### src/rtl/rrsb_pkg.sv
// Package for the range routed stack bank: operation codes, field widths,
// status codes and the controller-to-datapath command bundle. No dependencies.
package rrsb_pkg;

  localparam int VALUE_W    = 16;
  localparam int OP_W       = 2;
  localparam int USED_W     = 2;
  localparam int NUM_REGS   = 8;
  localparam int REG_IDX_W  = 3;

  localparam logic [OP_W-1:0] OP_PUSH = 2'd0;
  localparam logic [OP_W-1:0] OP_POP  = 2'd1;
  localparam logic [OP_W-1:0] OP_PEEK = 2'd2;

  localparam logic STATUS_DONE   = 1'b0;
  localparam logic STATUS_REJECT = 1'b1;

  typedef struct packed {
    logic load;
    logic eval;
  } cmd_t;

endpackage

### src/rtl/rrsb_if.sv
// Channel interfaces: request channel (operation, item_value) and result channel.
// Depends on rrsb_pkg.
interface rrsb_req_if;
  import rrsb_pkg::*;

  logic               valid;
  logic               ready;
  logic [OP_W-1:0]    operation;
  logic [VALUE_W-1:0] item_value;

  modport source (output valid, output operation, output item_value, input ready);
  modport sink   (input valid, input operation, input item_value, output ready);
endinterface

interface rrsb_rsp_if;
  import rrsb_pkg::*;

  logic               valid;
  logic               ready;
  logic               status;
  logic [VALUE_W-1:0] read_value;
  logic [USED_W-1:0]  stack_used;
  logic               no_room;
  logic               no_content;

  modport source (output valid, output status, output read_value, output stack_used,
                  output no_room, output no_content, input ready);
  modport sink   (input valid, input status, input read_value, input stack_used,
                  input no_room, input no_content, output ready);
endinterface

### src/rtl/rrsb_ctrl.sv
// Controller: sequences one transaction through load, evaluate and deliver.
// Depends on rrsb_pkg.
module rrsb_ctrl (
  input  logic            clk,
  input  logic            rst,
  input  logic            in_valid,
  output logic            in_ready,
  output logic            out_valid,
  input  logic            out_ready,
  output rrsb_pkg::cmd_t  cmd
);
  import rrsb_pkg::*;

  typedef enum logic [2:0] {
    S_IDLE = 3'b001,
    S_EVAL = 3'b010,
    S_DONE = 3'b100
  } state_t;

  state_t state, state_next;

  always_ff @(posedge clk) begin
    if (rst) begin
      state <= S_IDLE;
    end else begin
      state <= state_next;
    end
  end

  always_comb begin
    state_next = state;
    in_ready   = 1'b0;
    out_valid  = 1'b0;
    cmd        = '0;
    case (state)
      S_IDLE: begin
        in_ready = 1'b1;
        if (in_valid) begin
          cmd.load   = 1'b1;
          state_next = S_EVAL;
        end
      end
      S_EVAL: begin
        cmd.eval   = 1'b1;
        state_next = S_DONE;
      end
      S_DONE: begin
        out_valid = 1'b1;
        if (out_ready) begin
          state_next = S_IDLE;
        end
      end
      default: begin
        state_next = S_IDLE;
      end
    endcase
  end

endmodule

### src/rtl/rrsb_dp.sv
// Datapath: bound registers, fill counts, stack memory, range match and
// stack selection, result registers. Depends on rrsb_pkg.
module rrsb_dp #(
  parameter int NUM_STACKS  = 4,
  parameter int STACK_DEPTH = 16
) (
  input  logic                            clk,
  input  logic                            rst,
  input  rrsb_pkg::cmd_t                  cmd,
  input  logic                            cfg_we,
  input  logic [rrsb_pkg::REG_IDX_W-1:0]  cfg_index,
  input  logic [rrsb_pkg::VALUE_W-1:0]    cfg_data,
  input  logic [rrsb_pkg::OP_W-1:0]       operation,
  input  logic [rrsb_pkg::VALUE_W-1:0]    item_value,
  output logic                            status,
  output logic [rrsb_pkg::VALUE_W-1:0]    read_value,
  output logic [rrsb_pkg::USED_W-1:0]     stack_used,
  output logic                            no_room,
  output logic                            no_content
);
  import rrsb_pkg::*;

  localparam int SW        = (NUM_STACKS > 1) ? $clog2(NUM_STACKS) : 1;
  localparam int PW        = (STACK_DEPTH > 1) ? $clog2(STACK_DEPTH) : 1;
  localparam int CW        = $clog2(STACK_DEPTH + 1);
  localparam int AW        = SW + PW;
  localparam int MEM_DEPTH = 2 ** AW;

  logic [VALUE_W-1:0] bounds [NUM_REGS];
  logic [CW-1:0]      fill [NUM_STACKS];
  logic [VALUE_W-1:0] mem [MEM_DEPTH];
  logic [VALUE_W-1:0] mem_rdata;

  logic [OP_W-1:0]    op_q;
  logic [VALUE_W-1:0] val_q;
  logic               show_rd;

  logic [NUM_STACKS-1:0] match, has_room, has_data;
  logic                  push_hit, pop_hit, nonzero;
  logic [USED_W-1:0]     push_sel, pop_sel;
  logic [PW-1:0]         push_ptr, pop_ptr;
  logic                  do_push, do_read;

  always_ff @(posedge clk) begin
    if (cmd.load) begin
      op_q  <= operation;
      val_q <= item_value;
    end
  end

  always_ff @(posedge clk) begin
    if (rst) begin
      for (int i = 0; i < NUM_REGS; i++) begin
        bounds[i] <= VALUE_W'(i);
      end
    end else if (cfg_we) begin
      bounds[cfg_index] <= cfg_data;
    end
  end

  always_comb begin
    for (int s = 0; s < NUM_STACKS; s++) begin
      match[s]    = (val_q >= bounds[2*s]) && (val_q <= bounds[2*s+1]);
      has_room[s] = match[s] && (fill[s] < CW'(STACK_DEPTH));
      has_data[s] = match[s] && (fill[s] != '0);
    end
  end

  always_comb begin
    push_hit = 1'b0;
    push_sel = '0;
    push_ptr = '0;
    for (int s = NUM_STACKS - 1; s >= 0; s--) begin
      if (has_room[s]) begin
        push_hit = 1'b1;
        push_sel = USED_W'(s);
        push_ptr = fill[s][PW-1:0];
      end
    end
  end

  always_comb begin
    pop_hit = 1'b0;
    pop_sel = '0;
    pop_ptr = '0;
    for (int s = 0; s < NUM_STACKS; s++) begin
      if (has_data[s]) begin
        pop_hit = 1'b1;
        pop_sel = USED_W'(s);
        pop_ptr = PW'(fill[s] - CW'(1));
      end
    end
  end

  assign nonzero = (val_q != '0);
  assign do_push = nonzero && (op_q == OP_PUSH) && push_hit;
  assign do_read = nonzero && ((op_q == OP_POP) || (op_q == OP_PEEK)) && pop_hit;

  always_ff @(posedge clk) begin
    if (rst) begin
      for (int s = 0; s < NUM_STACKS; s++) begin
        fill[s] <= '0;
      end
    end else if (cmd.eval) begin
      for (int s = 0; s < NUM_STACKS; s++) begin
        if (do_push && (push_sel == USED_W'(s))) begin
          fill[s] <= fill[s] + CW'(1);
        end else if (do_read && (op_q == OP_POP) && (pop_sel == USED_W'(s))) begin
          fill[s] <= fill[s] - CW'(1);
        end
      end
    end
  end

  always_ff @(posedge clk) begin
    if (cmd.eval && do_push) begin
      mem[{push_sel[SW-1:0], push_ptr}] <= val_q;
    end
    if (cmd.eval && do_read) begin
      mem_rdata <= mem[{pop_sel[SW-1:0], pop_ptr}];
    end
  end

  always_ff @(posedge clk) begin
    if (cmd.eval) begin
      show_rd    <= do_read;
      status     <= (do_push || do_read) ? STATUS_DONE : STATUS_REJECT;
      stack_used <= do_push ? push_sel : (do_read ? pop_sel : '0);
      no_room    <= ~|has_room;
      no_content <= ~|has_data;
    end
  end

  assign read_value = show_rd ? mem_rdata : '0;

endmodule

### src/rtl/range_routed_stack_bank.sv
// Range routed stack bank: a bank of bounded stacks, each taking values in its
// configured range. Each request passes through the load, evaluate and deliver
// sequence around the registered stack memory read; a new request is taken
// only after the result of the previous one has been taken.
// Reset (rst, synchronous) empties all stacks and loads bound register i with i.
module range_routed_stack_bank #(
  parameter int NUM_STACKS  = 4,
  parameter int STACK_DEPTH = 16
) (
  input  logic                            clk,
  input  logic                            rst,
  rrsb_req_if.sink                        in_chan,
  rrsb_rsp_if.source                      out_chan,
  input  logic                            cfg_we,
  input  logic [rrsb_pkg::REG_IDX_W-1:0]  cfg_index,
  input  logic [rrsb_pkg::VALUE_W-1:0]    cfg_data
);
  import rrsb_pkg::*;

  cmd_t cmd;

  rrsb_ctrl u_ctrl (
    .clk       (clk),
    .rst       (rst),
    .in_valid  (in_chan.valid),
    .in_ready  (in_chan.ready),
    .out_valid (out_chan.valid),
    .out_ready (out_chan.ready),
    .cmd       (cmd)
  );

  rrsb_dp #(
    .NUM_STACKS  (NUM_STACKS),
    .STACK_DEPTH (STACK_DEPTH)
  ) u_dp (
    .clk        (clk),
    .rst        (rst),
    .cmd        (cmd),
    .cfg_we     (cfg_we),
    .cfg_index  (cfg_index),
    .cfg_data   (cfg_data),
    .operation  (in_chan.operation),
    .item_value (in_chan.item_value),
    .status     (out_chan.status),
    .read_value (out_chan.read_value),
    .stack_used (out_chan.stack_used),
    .no_room    (out_chan.no_room),
    .no_content (out_chan.no_content)
  );

  a_one_in_flight: assert property (@(posedge clk) disable iff (rst)
    (in_chan.valid && in_chan.ready) |=> !in_chan.ready)
    else $error("request taken while a transaction is in flight");

  a_no_overlap: assert property (@(posedge clk) disable iff (rst)
    !(in_chan.ready && out_chan.valid))
    else $error("request side open while a result is pending");

  a_reject_zero: assert property (@(posedge clk) disable iff (rst)
    (out_chan.valid && (out_chan.status == STATUS_REJECT)) |->
      ((out_chan.stack_used == '0) && (out_chan.read_value == '0)))
    else $error("rejected result carries nonzero fields");

  a_ready_after_result: assert property (@(posedge clk) disable iff (rst)
    (out_chan.valid && out_chan.ready) |=> in_chan.ready)
    else $error("request side not reopened after result taken");

endmodule
### src/flat_wrapper.sv
// flat-port wrapper written by rule: the top's interface ports become plain ports
module range_routed_stack_bank_flat import rrsb_pkg::*;
#(
  parameter int NUM_STACKS  = 4,
  parameter int STACK_DEPTH = 16
)
  (clk, rst, cfg_we, cfg_index, cfg_data, in_chan_valid, in_chan_operation, in_chan_item_value, in_chan_ready, out_chan_valid, out_chan_status, out_chan_read_value, out_chan_stack_used, out_chan_no_room, out_chan_no_content, out_chan_ready);
  rrsb_req_if in_chan_i ();
  rrsb_rsp_if out_chan_i ();
  input  logic clk;
  input  logic rst;
  input  logic cfg_we;
  input  logic [rrsb_pkg::REG_IDX_W-1:0] cfg_index;
  input  logic [rrsb_pkg::VALUE_W-1:0] cfg_data;
  input wire logic [$bits(in_chan_i.valid)-1:0] in_chan_valid;
  input wire logic [$bits(in_chan_i.operation)-1:0] in_chan_operation;
  input wire logic [$bits(in_chan_i.item_value)-1:0] in_chan_item_value;
  output wire logic [$bits(in_chan_i.ready)-1:0] in_chan_ready;
  output wire logic [$bits(out_chan_i.valid)-1:0] out_chan_valid;
  output wire logic [$bits(out_chan_i.status)-1:0] out_chan_status;
  output wire logic [$bits(out_chan_i.read_value)-1:0] out_chan_read_value;
  output wire logic [$bits(out_chan_i.stack_used)-1:0] out_chan_stack_used;
  output wire logic [$bits(out_chan_i.no_room)-1:0] out_chan_no_room;
  output wire logic [$bits(out_chan_i.no_content)-1:0] out_chan_no_content;
  input wire logic [$bits(out_chan_i.ready)-1:0] out_chan_ready;
  assign in_chan_i.valid = in_chan_valid;
  assign in_chan_i.operation = in_chan_operation;
  assign in_chan_i.item_value = in_chan_item_value;
  assign in_chan_ready = in_chan_i.ready;
  assign out_chan_valid = out_chan_i.valid;
  assign out_chan_status = out_chan_i.status;
  assign out_chan_read_value = out_chan_i.read_value;
  assign out_chan_stack_used = out_chan_i.stack_used;
  assign out_chan_no_room = out_chan_i.no_room;
  assign out_chan_no_content = out_chan_i.no_content;
  assign out_chan_i.ready = out_chan_ready;
  range_routed_stack_bank #(.NUM_STACKS(NUM_STACKS), .STACK_DEPTH(STACK_DEPTH)) u_core (.clk(clk), .rst(rst), .in_chan(in_chan_i), .out_chan(out_chan_i), .cfg_we(cfg_we), .cfg_index(cfg_index), .cfg_data(cfg_data));
endmodule
### config.mk
export PLATFORM = sky130hd
export DESIGN_NAME = range_routed_stack_bank_flat
export DESIGN_NICKNAME = d
export VERILOG_FILES = /design/src/rtl/rrsb_pkg.sv /design/src/rtl/rrsb_if.sv /design/src/rtl/rrsb_ctrl.sv /design/src/rtl/rrsb_dp.sv /design/src/rtl/range_routed_stack_bank.sv /design/src/flat_wrapper.sv
export SDC_FILE = /design/constraint.sdc
export NUM_CORES = 2
export LEC_CHECK = 0
export BUFFER_PORTS_ARGS = -buffer_cell sky130_fd_sc_hd__buf_2
export CORE_MARGIN = 1
export CORE_UTILIZATION = 50
export CTS_CLUSTER_SIZE = 8
export DETAILED_ROUTE_END_ITERATION = 10
export GPL_ROUTABILITY_DRIVEN = 0
export HOLD_SLACK_MARGIN = 0.05
export PLACE_DENSITY_LB_ADDON = 0.15
export SLEW_MARGIN = 15
export SYNTH_ARGS = -nofsm -noshare
export SYNTH_HDL_FRONTEND = slang
export SYNTH_SLANG_ARGS = --single-unit
export TNS_END_PERCENT = 30
### constraint.sdc
create_clock -name clk -period 14.2 [get_ports clk]
set_input_delay 2.84 -clock clk [delete_from_list [all_inputs] [get_ports clk]]
set_output_delay 2.84 -clock clk [all_outputs]
set_load 0.005 [all_outputs]
Yosys cells after proc, flatten, opt, wreduce, memory -nomap -nowiden. Memories as Yosys holds them, arrays and structs flattened. A register that Yosys moved wholly into a read port is not among the register bits. Cells that the tools add are included.

Flip-flop bits (word level): 27. Memory bits (writable): 1172. Input bits: 42. Logic and storage cells: 184. Memories kept: 3.

$add $sub $neg: 8. Magnitude comparators: 12. Equal/unequal tests: 13. Muxes and demuxes: 89. Bitwise gates (word level): 8. Reductions and logical operators: 43.

Memory list: u_core.u_dp.mem (depth 64, bits a word 16, read ports 1, clocked after Yosys merged registers in 1, write ports 1, RTL line rrsb_dp.sv:31) `logic [VALUE_W-1:0] mem [MEM_DEPTH];`; u_core.u_dp.bounds (depth 8, bits a word 16, read ports 8, clocked after Yosys merged registers in 0, write ports 8, RTL line rrsb_dp.sv:29) `logic [VALUE_W-1:0] bounds [NUM_REGS];`; u_core.u_dp.fill (depth 4, bits a word 5, read ports 4, clocked after Yosys merged registers in 0, write ports 4, RTL line rrsb_dp.sv:30) `logic [CW-1:0] fill [NUM_STACKS];`.

Operators by type and width (count): 16-bit greater-or-equal comparator (4); 16-bit less-or-equal comparator (4); 1-bit 2-to-1 mux (59); 5-bit 2-to-1 mux (8); 16-bit 2-to-1 mux (2); 4-bit 2-to-1 mux (8); 1-bit logical AND (27); 5-bit by 1-bit adder with 5-bit output (second input constant) (4); 5-bit less-than comparator (second input constant) (4); 5-bit nonzero test (4); 5-bit by 1-bit subtractor with 5-bit output (second input constant) (4); 2-bit 2-to-1 mux (8); 16-bit nonzero test (1); 16-bit OR reduction (1); 2-bit == test (second input constant) (5); 3-bit 2-to-1 mux (3); 3-bit one-hot mux with 3 select lines (1); 1-bit OR (8); 4-bit OR reduction (2); 2-bit by 1-bit == test with 1-bit output (second input constant) (3); 2-bit logical NOT (3); 2-bit inequality test (second input constant) (2); 3-bit by 1-bit == test with 1-bit output (second input constant) (1); 3-bit by 2-bit == test with 1-bit output (second input constant) (1); 4 further kinds (6).

Logic depth before layout (Yosys ltp). An unclocked memory read counts as a cell.

Depth in word-level cells: 17. Depth in mapped cells: 20. Mapped depth without buffers: 14.

Modules after synthesis. From an unflattened synthesis, not the netlist that was laid out.

Cells, all modules: 4021. Area, all modules: 52222.6 um^2.

Modules (own cells, without submodules): rrsb_dp (times used 1, cells an instance 4005, area each 52063.7 um^2); rrsb_ctrl (times used 1, cells an instance 16, area each 158.9 um^2).

Least setup slack after synthesis. No wires, ideal clock.

Path type: reg2reg. Start point: reg u_core.u_dp.val_q[0]. End point: mem u_core.u_dp.mem[13][0], enable pin. Setup time: 0.388 ns. Arrival: 4.880 ns. Slack: 8.932 ns. Cell stages (with the launch flop): 14. Cells stage by stage: edfxtp_1 inv_1 ha_1 nand2b_1 a211oi_1 o21ai_1 a311o_1 and3_1 buf_2 nand2_1 a311oi_1 o31ai_1 nand3_1 nor2_1.

Word-level cells in the longest chain between the ends: 11.

Ends and longest elaborated chain: from (decl) (RTL line rrsb_dp.sv:35) `logic [VALUE_W-1:0] val_q;`; from (signal assigned) (RTL line rrsb_dp.sv:47) `val_q <= item_value;`; 16-bit greater-or-equal comparator / 16-bit less-or-equal comparator (equally long branches) (RTL line rrsb_dp.sv:63) `match[s] = (val_q >= bounds[2*s]) && (val_q <= bounds[2*s+1]);`; 1-bit logical AND (RTL line rrsb_dp.sv:63); 1-bit logical AND (RTL line rrsb_dp.sv:64) `has_room[s] = match[s] && (fill[s] < CW'(STACK_DEPTH));`; 1-bit 2-to-1 mux (4 in series) (RTL line rrsb_dp.sv:74) `if (has_room[s]) begin`; 1-bit logical AND (RTL line rrsb_dp.sv:96) `assign do_push = nonzero && (op_q == OP_PUSH) && push_hit;`; 1-bit logical AND (RTL line rrsb_dp.sv:116) `if (cmd.eval && do_push) begin`; 1-bit 2-to-1 mux (RTL line rrsb_dp.sv:116); 1-bit 2-to-1 mux (not written as such) (RTL line rrsb_dp.sv:117) `mem[{push_sel[SW-1:0], push_ptr}] <= val_q;`; to (decl) (RTL line rrsb_dp.sv:31).

Parallel ways exist; a longest one is shown, timed or not.

Worst setup path after layout.
Start point: reg u_core.u_dp.val_q[7]. End point: reg u_core.u_dp.mem_rdata[4] (read register of u_core.u_dp.mem) (data pin).

Word-level cells in the longest chain between the ends: 9.

Ends and longest elaborated chain: 16-bit greater-or-equal comparator / 16-bit less-or-equal comparator (equally long branches) (RTL line rrsb_dp.sv:63); 1-bit logical AND (RTL line rrsb_dp.sv:63); 1-bit logical AND (RTL line rrsb_dp.sv:65) `has_data[s] = match[s] && (fill[s] != '0);`; 1-bit 2-to-1 mux (4 in series) (RTL line rrsb_dp.sv:87) `if (has_data[s]) begin`; 1-bit logical AND (RTL line rrsb_dp.sv:97) `assign do_read = nonzero && ((op_q == OP_POP) || (op_q == OP_PEEK)) && pop_hit;`; 1-bit logical AND (RTL line rrsb_dp.sv:119) `if (cmd.eval && do_read) begin`; to (decl) (RTL line rrsb_dp.sv:32) `logic [VALUE_W-1:0] mem_rdata;`.

Parallel ways exist; a longest one is shown, timed or not. A chain may end at the register's enable or synchronous reset.

==> flow_metrics.py <==
metrics = {
    "status": {
        "outcome": "finished, final reports clean",
    },
    "sta": {
        "max_freq_mhz": 126,
        "fin_crit_ns": 7.92,
        "relSlewSlack_pct": 22.9,
        "rsz0062_at_grt": "no",
        "max_slew.worst_pin.slew_ns": 1.15,
        "slew_viol_final": 0,
        "fin_skew_ns": 0.0347,
        "finalSetupViolCount": 0,
        "setup_tns_ns": 0,
        "period_share_pct": 55.8,
        "setup_ws_ns": 6.28,
        "hold_viol": 0,
    },
    "placement": {
        "portBuffers": 64,
        "place_ws_ns": 6.24,
        "placed_area_um2": 54600,
        "hpwlAfterDp_mm": 77.9,
        "dpl.cell_count": 5072,
    },
    "drt": {
        "met2_length_mm": 65.4,
        "vias": 30928,
        "drt_iter0_markers": 3232,
        "drc": 0,
        "final_antenna_net_count": 0,
        "wirelength_mm": 137,
        "topRoutingLayerUsed": "met4",
        "wire_per_inst_um": 26.0,
        "wl_met3_mm": 9.96,
        "dr.pass1.iters": 6,
        "wl_met1_mm": 58.6,
        "viasPerCell": 5.87,
    },
    "synth": {
        "synth.avg_cell_area_um2": 14.2,
        "synth_area_leader_cell": "edfxtp_1",
        "ys_types": 78,
        "synthArstFlopShare_pct": 0,
        "synth_edf_count": 1212,
        "synthFlopType": "edfxtp_1",
        "synth_area_um2": 52500,
        "syn_nets": 3869,
        "synth_seq_cells": 1215,
        "synth-seq-area-share_pct": 69.5,
        "synthCells": 3689,
        "synth.area.top_cells": "edfxtp_1, mux2i_1, nand2_1, ha_1, nand3_1",
        "ys_warn_count": 0,
        "synth.top_cell.area_share_pct": 69.3,
    },
    "cts": {
        "cts_tree": "yes",
        "cts_hold_buffers": 0,
        "cts_buffer_depth": 3,
        "htree_levels": 4,
        "clkSinkCount": 1215,
        "cts-buffers-inserted": 169,
        "cts.reportedPaths.clkPinSlew_ns": 0.05,
        "cts_setup_buffers": 0,
        "cts_repair_resize_count": 0,
        "cts_root_buf": "clkbuf_16",
        "clk_latency_ns": 0.76,
    },
    "critical_path": {
        "cp_data_required_time_ns": 14.66,
        "crit_path_max_fanout": 73,
        "reg2regPathDepth": 16,
        "r2r_start": "u_core.u_dp.val_q[7]",
        "r2r-end": "u_core.u_dp.mem_rdata[4]",
        "arrival_ns": 8.38,
        "cp-start-kind": "register",
        "crit_path_end_kind": "register",
        "rrSetupSlack_ns": 6.28,
        "crit_type": "register to register",
    },
    "cells_and_area": {
        "layout.cells.non_filler": 5266,
        "nets": 4043,
        "register_area_um2": 36500,
        "final_util_pct": 56.9,
        "fillers": 8188,
        "drive_above_1_share_pct": 10.8,
        "syn2layout_area_growth_pct": 12.5,
        "fin_area_um2": 59100,
        "multi_input_comb_area_um2": 14600,
    },
    "global_routing": {
        "grt_antenna_before_repair": 7,
        "grt_first_pass_wirelength_mm": 200,
        "track_usage_pct": 25.7,
        "grt_max_degree": 135,
        "grt-ovfl-total": 0,
        "grt_pass1_vias": 30175,
    },
    "power_and_ir_drop": {
        "clkPwrFrac_pct": 37.5,
        "p_leak_nw": 21.5,
        "vdd_ir_drop_max_mv": 0.174,
        "intPower_mw": 6.79,
        "p_per_area_nw_per_um2": 160,
        "power.share.combinational_pct": 19.7,
        "p_sw_mw": 2.64,
        "switching_share_pct": 28.0,
        "pwr-share-seq_pct": 42.7,
    },
    "floorplan": {
        "core_um2": 104000,
        "io_pins": 65,
        "die_w_um": 326,
        "fp.dieH_um": 326,
        "row_count": 118,
        "start_util_pct": 50.6,
        "die_area_um2": 106000,
    },
    "hold_path": {
        "hold-path-cell-count": 2,
        "hold_end": "u_core.u_ctrl.state[0]",
        "worstHoldPathType": "register to register",
        "min-delay-start": "u_core.u_ctrl.state[2]",
    },
    "run": {
        "maxCapViolations": 0,
    },
}
layout make-up:
class | instances | area share [%]
Antenna cell | 2 | 0.00847
Inverter | 149 | 0.947
Clock buffer | 184 | 7.47
Multi-Input combinational cell | 2144 | 24.7
Sequential cell | 1215 | 61.7
Clock inverter | 8 | 0.144
Timing Repair Buffer | 184 | 2.11
Tap cell | 1380 | 2.92
per-stage QoR:
stage               hold slack, ns  power (mW)
floorplan                    0.495        5.38
global placement             0.528        5.94
detailed placement           0.542        5.95
CTS                          0.552        9.47
global route                 0.582        9.74
finish                       0.550        9.43
synth_stat cells, types with 8 or more instances:
master and number:
a211oi_1 12, a21boi_0 17, a21o_1 11, a21oi_1 79, a221oi_1 16, a22oi_1 16
a32o_1 37, and2_1 139, and3_1 29, buf_2 66, buf_4 26, buf_6 9
clkbuf_1 71, edfxtp_1 1212, ha_1 138, inv_1 149, mux2_2 15, mux2i_1 427
nand2_1 488, nand2b_1 15, nand3_1 248, nand4_1 18, nor2_1 126, nor3_1 21
nor4_1 24, o211ai_1 23, o21a_1 17, o21ai_0 45, o21ai_1 8, o22ai_1 45
or2_2 9, or3_1 16, or4_1 17
layer usage:
layer	GRT usage, %	up-vias
met3	4.07	175
met2	41.7	1207
met4	7.50	0
met5	0	-
li1	-	14117
met1	35.9	15429
worst max-delay path by stage:
| stage | start | to | slack, ns |
|---|---|---|---|
| floorplan | u_core.u_dp.val_q[0] | u_core.u_dp.mem[13][0] | 8.93 |
| global placement | u_core.u_dp.val_q[9] | u_core.u_dp.mem_rdata[4] | 6.34 |
| detailed placement | u_core.u_dp.val_q[11] | u_core.u_dp.mem_rdata[4] | 6.24 |
| CTS | u_core.u_dp.val_q[11] | u_core.u_dp.mem_rdata[4] | 6.24 |
| global route | u_core.u_dp.val_q[7] | u_core.u_dp.mem_rdata[7] | 5.85 |
| finish | u_core.u_dp.val_q[7] | u_core.u_dp.mem_rdata[4] | 6.28 |
kinds of logic after synthesis:
kind of cell / synth area share (%)
compound gates: 5.10
xor+xnor: 0.150
fa+ha+maj: 3.29
buf+inv: 2.94
flops: 69.5
mux: 8.49
simple gates: 10.6
registers in the layout, summed over array words and instances (netlist names):
register / cells
u_core.u_dp.op_q: 2
u_core.u_dp.stack_used: 2
u_core.u_dp.fill: 20
u_core.u_dp.show_rd: 1
u_core.u_dp.val_q: 16
u_core.u_dp.mem: 1024
u_core.u_dp.no_room: 1
u_core.u_dp.mem_rdata: 16
u_core.u_dp.status: 1
u_core.u_ctrl.state: 3
u_core.u_dp.bounds: 128
u_core.u_dp.no_content: 1
worst max-delay path: stages, from the launching register on:
cell and delay (ns):
edfxtp_1 0.32, buf_4 0.72, ha_1 0.38, a21oi_1 0.14
o21ai_0 0.10, a221o_1 0.31, o31ai_2 0.30, nand3_1 0.51
o21ai_1 0.83, o21a_4 0.87, buf_4 0.87, buf_4 0.68
mux2i_1 0.27, mux2i_1 0.09, mux2_2 0.32, a22oi_1 0.55
o211ai_1 0.20
cells in the final DEF, fill, tap and decap left out, types with 118 or more instances in the layout:
master and n:
and2_1 139, buf_4 118, clkbuf_16 175, edfxtp_1 1212
ha_1 138, inv_1 149, mux2i_1 427, nand2_1 488
nand3_1 248, nor2_1 121
power groups by stage:
stage	Combinational [mW]	Clock, mW	Sequential (mW)
final	1.86	3.54	4.03
after global routing	1.99	3.72	4.03
after CTS	1.86	3.58	4.03
after detailed placement	1.86	0	4.09
after global placement	1.85	0	4.09
after floorplan	1.26	0	4.12
(Power assumes the default switching activity.)
